[config.mk]
export PLATFORM = sky130hd
export DESIGN_NAME = sts_term
export DESIGN_NICKNAME = d
export VERILOG_FILES = /design/src/sv/sts_pkg.sv /design/src/sv/sts_term.sv
export SDC_FILE = /design/constraint.sdc
export NUM_CORES = 2
export LEC_CHECK = 0
export BUFFER_PORTS_ARGS = -buffer_cell sky130_fd_sc_hd__buf_2
export CORE_MARGIN = 4
export CORE_UTILIZATION = 55
export CTS_CLUSTER_DIAMETER = 150
export CTS_CLUSTER_SIZE = 25
export DETAILED_ROUTE_END_ITERATION = 10
export PLACE_DENSITY = 0.74
export SYNTH_ARGS = -nofsm -noshare
export SYNTH_HDL_FRONTEND = slang
export SYNTH_SLANG_ARGS = --single-unit
[constraint.sdc]
create_clock -name aclk -period 14.3 [get_ports aclk]
set_input_delay 2.86 -clock aclk [delete_from_list [all_inputs] [get_ports aclk]]
set_output_delay 2.86 -clock aclk [all_outputs]
set_load 0.03 [all_outputs]
[src/sv/sts_pkg.sv]
`timescale 1ns / 1ps
`default_nettype none
// ----------------------------------------------------------------------------
// sts_pkg
// Widths, constants, the reciprocal table and the fixed-point multiply
// helpers of the Taylor-series sine pipeline.
// ----------------------------------------------------------------------------
package sts_pkg;

    localparam int ANGLE_W   = 32;
    localparam int MAG_W     = 32;
    localparam int X2_W      = 35;
    localparam int F_W       = 32;
    localparam int M_W       = 37;
    localparam int ACC_W     = 41;
    localparam int CNT_W     = 4;
    localparam int RECIP_W   = 30;
    localparam int FRAC_BITS = 28;
    localparam int LO_W      = 32;

    localparam logic [CNT_W-1:0] TERM_COUNT_RST = CNT_W'(5);

    localparam logic [ANGLE_W-1:0] Q_MAX = {1'b0, {(ANGLE_W-1){1'b1}}};
    localparam logic [ANGLE_W-1:0] Q_MIN = {1'b1, {(ANGLE_W-1){1'b0}}};

    localparam logic signed [ACC_W-1:0] SUM_MAX =
        $signed({{(ACC_W-ANGLE_W+1){1'b0}}, {(ANGLE_W-1){1'b1}}});
    localparam logic signed [ACC_W-1:0] SUM_MIN =
        $signed({{(ACC_W-ANGLE_W+1){1'b1}}, {(ANGLE_W-1){1'b0}}});

    typedef struct packed {
        logic [X2_W-1:0]         x2;
        logic [F_W-1:0]          f;
        logic [M_W-1:0]          m;
        logic signed [ACC_W-1:0] acc;
        logic                    neg;
        logic                    last;
    } term_data_t;

    // round(2^32 / ((2k)(2k+1))) for k = 1 .. 8
    function automatic logic [RECIP_W-1:0] recip_pair(input int idx);
        logic [RECIP_W-1:0] r;
        unique case (idx)
            0:       r = RECIP_W'(715827883);
            1:       r = RECIP_W'(214748365);
            2:       r = RECIP_W'(102261126);
            3:       r = RECIP_W'(59652324);
            4:       r = RECIP_W'(39045157);
            5:       r = RECIP_W'(27531842);
            6:       r = RECIP_W'(20452225);
            7:       r = RECIP_W'(15790321);
            default: r = '0;
        endcase
        return r;
    endfunction

    // round(x2 * r / 2^32)
    function automatic logic [F_W-1:0] mul_recip(input logic [X2_W-1:0] x2,
                                                 input logic [RECIP_W-1:0] r);
        logic [63:0] lo_p;
        logic [32:0] hi_p;
        logic [64:0] tot;
        lo_p = 64'(x2[LO_W-1:0]) * 64'(r);
        hi_p = 33'(x2[X2_W-1:LO_W]) * 33'(r);
        tot  = 65'(lo_p) + (65'(hi_p) << LO_W) + (65'd1 << (LO_W-1));
        return tot[LO_W+F_W-1:LO_W];
    endfunction

    // round(m * f / 2^28), split at bit 32 of m
    function automatic logic [M_W-1:0] mul_q28(input logic [M_W-1:0] m,
                                               input logic [F_W-1:0] f);
        logic [63:0] lo_p;
        logic [63:0] lo_r;
        logic [36:0] hi_p;
        logic [40:0] tot;
        lo_p = 64'(m[LO_W-1:0]) * 64'(f);
        lo_r = lo_p + (64'd1 << (FRAC_BITS-1));
        hi_p = 37'(m[M_W-1:LO_W]) * 37'(f);
        tot  = (41'(hi_p) << (LO_W-FRAC_BITS)) + 41'(lo_r[63:FRAC_BITS]);
        return tot[M_W-1:0];
    endfunction

endpackage
`default_nettype wire

[src/sv/sts_term.sv]
`timescale 1ns / 1ps
`default_nettype none
// ----------------------------------------------------------------------------
// sts_term
// One series stage: next magnitude, next ratio and the running sum update.
// ----------------------------------------------------------------------------
module sts_term import sts_pkg::*; #(
    parameter int K = 1
) (
    input  wire logic             aclk,
    input  wire logic             aresetn,
    input  wire logic             ld,
    input  wire logic             vld_in,
    input  wire logic [CNT_W-1:0] cnt,
    input  wire term_data_t       din,
    output logic                  vld_out,
    output term_data_t            dout
);

    localparam bit SUB = (K % 2 == 0);

    logic                    vld_reg;
    term_data_t              data_reg;
    term_data_t              data_next;
    logic                    add_en;
    logic signed [ACC_W-1:0] m_ext;

    // previous term k-1 joins the sum here
    assign add_en = (K > 1) && (CNT_W'(K-1) <= cnt);
    assign m_ext  = $signed({{(ACC_W-M_W){1'b0}}, din.m});

    always_comb begin
        data_next      = din;
        data_next.m    = mul_q28(din.m, din.f);
        data_next.f    = mul_recip(din.x2, recip_pair(K));
        if (add_en) begin
            data_next.acc = SUB ? (din.acc - m_ext) : (din.acc + m_ext);
        end
    end

    always_ff @(posedge aclk) begin
        if (!aresetn) begin
            vld_reg <= 1'b0;
        end else if (ld) begin
            vld_reg <= vld_in;
        end
    end

    always_ff @(posedge aclk) begin
        if (ld) begin
            data_reg <= data_next;
        end
    end

    assign vld_out = vld_reg;
    assign dout    = data_reg;

endmodule
`default_nettype wire

==> run summary <==
Clock Latency Late Sink = 0.47 ns
Post-CTS setup buffers = 0
Hpwl dp = 128200 microns
DR iter-0 viols = 2611
CP max-delay cell = buf_2
Reg2reg start = vld_out$_SDFFE_PN0P_
Site row count = 119
Slew at the pin with the worst max-slew slack = 1.025 ns
Top-area cell type share of the netlist area = 46.68%
Library cells used by synthesis = 67
Crit path launch type = input port
Critical path capture point type = register
Post-Layout Cell Count = 7577
Synth Net Count = 8291
Mapped Avg Cell Area = 9.717 sq um
Max-Cap Viols = 0
Die area = 112600 sq um
Hold buffers post-CTS = 0
First-pass GRT wire length = 255400 microns
Worst path required time = 14.52 ns
CTS tree = built
Period minus WS final = 12.99 ns
Crit. Startpoint = din[91]
Yosys warning total = 0
Synth Register Bits = 148
Worst-path fanout max = 37
Remaining global-route overflow = 0
Tot GR Track Use = 29.34%
Placed insts = 7539
Initial core utilization = 55.74%
Unrepaired setup endpoints after global routing = no
Period utilization = 90.81%
IO Pins = 303
Hold Path Class = register to register
Asr flop ratio synth = 0%
Top cell type by total area after synthesis = fa_1
Ratio of cells with drive above 1 in the final layout = 6.181%
Worst-path clk slew = 0.07 ns
Pre-antenna DRT Iters = 6
Hold Vio Cnt, Final = 0
Max-slew violation count = 0
Final worst slack = 1.314 ns
Drt total wl = 158400 microns
Total number of H-tree levels = 4
Height of the die = 335.6 microns
Max Freq = 77.01 MHz
Ys flop type = edfxtp_1
Post-Syn Area = 59010 sq um
Worst Skew = 0 ns
DRC Markers = 0
Vias per cell = 5.577
Worst setup slack after placement = 0.9160 ns
Clock buffer depth = 2
Input/output buffers = 298
CTS root buf = clkbuf_16
Core region area = 105900 sq um
Area growth syn-to-layout = 5.261%
Largest net degree at the start of global routing = 83
Final GP Congestion = 0.9475
Largest stage delay, worst path = 0.75 ns
Syn Inst Count = 6073
CTS resizes = 0
Routed Antenna Nets = 0
CTS Buf Count = 17
Clock Sinks = 148
Drt wl/cell = 20.90 microns
Final Net Count = 8385
Via count = 42260
Critical Path Most Common Cell = fa_1
Top cells by area, synth = fa_1, ha_1, inv_1
HP Start = vld_out$_SDFFE_PN0P_
TNS Setup = 0 ns
Status = finished, final reports clean
Slew HR = 29.91%
Finish-stage setup viols = 0
Die width = 335.6 microns
EDFF count, synth = 147
Crit Path Class = input port to register
Vias in the first global route = 46470
CP arrival = 13.21 ns
Initial antenna violation count = 9
Sequential share of the synthesized area = 7.515%
==> layout make-up <==
cell class                      count  area (sq um)
Multi-Input combinational cell   4120         47800
Fill cell                        9103         43750
Inverter                         1555          5837
Sequential cell                   148          4434
Tap cell                         1391          1740
Timing Repair Buffer              325          1700
Clock buffer                       18         429.2
Clock inverter                     14         157.7
Antenna cell                        6         15.01
==> layout by cell type, fill, tap and decap left out, types with 28 or more instances in the layout <==
cell type	netlist	routed
fa_1	1376	1376
inv_1	1555	1555
nand4_1	30	30
nand2_1	607	607
xnor2_1	93	93
a21o_1	107	107
buf_2	0	297
xor2_1	46	46
edfxtp_1	147	147
a21oi_1	155	155
o21ai_0	84	84
and2_1	632	632
nand3_1	28	28
nor2_1	55	55
ha_1	687	687
==> state kept, by name (all words and copies together), names as in the netlist <==
| signal | flops |
|---|---|
| dout | 147 |
| vld_out | 1 |
==> logic make-up after synthesis <==
family                     share of synthesized area (%)
and+or+nand+nor                                    12.35
AOI/OAI and AO/OA                                  5.326
xor gates and xnor gates                           2.063
adders and majority gates                          61.25
buffers and inverters                              11.48
muxes                                            0.01696
DFF                                                7.515
==> through the flow <==
step,cell area [sq um],utilization [%],hold slack [ns]
floorplan,59010,-,0.6404
global placement,61510,58.10,0.4963
detailed placement,61510,58.10,0.5232
CTS,62100,58.66,0.5443
global route,62100,58.66,0.6009
finish,62110,58.67,0.5426
==> synth_stat cells, types with 4 or more instances <==
master	n
o21a_1	16
and4_1	6
nor2b_1	17
nor4_1	4
a21oi_1	155
o211ai_1	8
o31ai_1	6
o21bai_1	25
edfxtp_1	147
fa_1	1376
nand2_1	607
or2_2	6
nand4_1	30
or3_1	7
a31oi_1	14
o21ai_0	84
a211oi_1	9
ha_1	687
a31o_2	5
and2_1	632
and3_1	11
o21ai_1	4
nand3_1	28
a21boi_0	6
nor3_1	11
xnor2_1	93
nor2_1	55
nand2b_1	14
inv_1	1555
a21o_1	107
xor2_1	46
clkbuf_1	248
a221oi_1	5
==> layer usage <==
metal  up-vias  global-route usage (%)  part of all wire [%]
li1      18280                       -                     -
met1     21700                   37.95                    38
met2      1817                   49.69                    49
met3       456                   5.154                   8.3
met4         2                   11.05                   4.5
met5         -                       0                0.0076
==> critical path: cells and delay by family <==
kind | cells | cell delay (ns)
AO/OA/AOI/OAI | 16 | 3.91
buffers and inverters | 3 | 0.87
XOR/XNOR | 3 | 0.36
AND/OR/NAND/NOR | 1 | 0.26
adder cells (fa/ha/maj) | 11 | 4.92
==> worst paths after layout <==
kind	end	slack (ns)	depth (start not counted)
setup / recovery	dout[79]$_DFFE_PP_	1.31	34
hold reg to reg	vld_out$_SDFFE_PN0P_	0.54	2
hold / removal	vld_out$_SDFFE_PN0P_	0.54	2
setup reg to reg	vld_out$_SDFFE_PN0P_	13.68	2
Power is left out: the tool's default activity adds up to more than one toggle a clock period on the data nets, which glitch-free logic cannot reach.
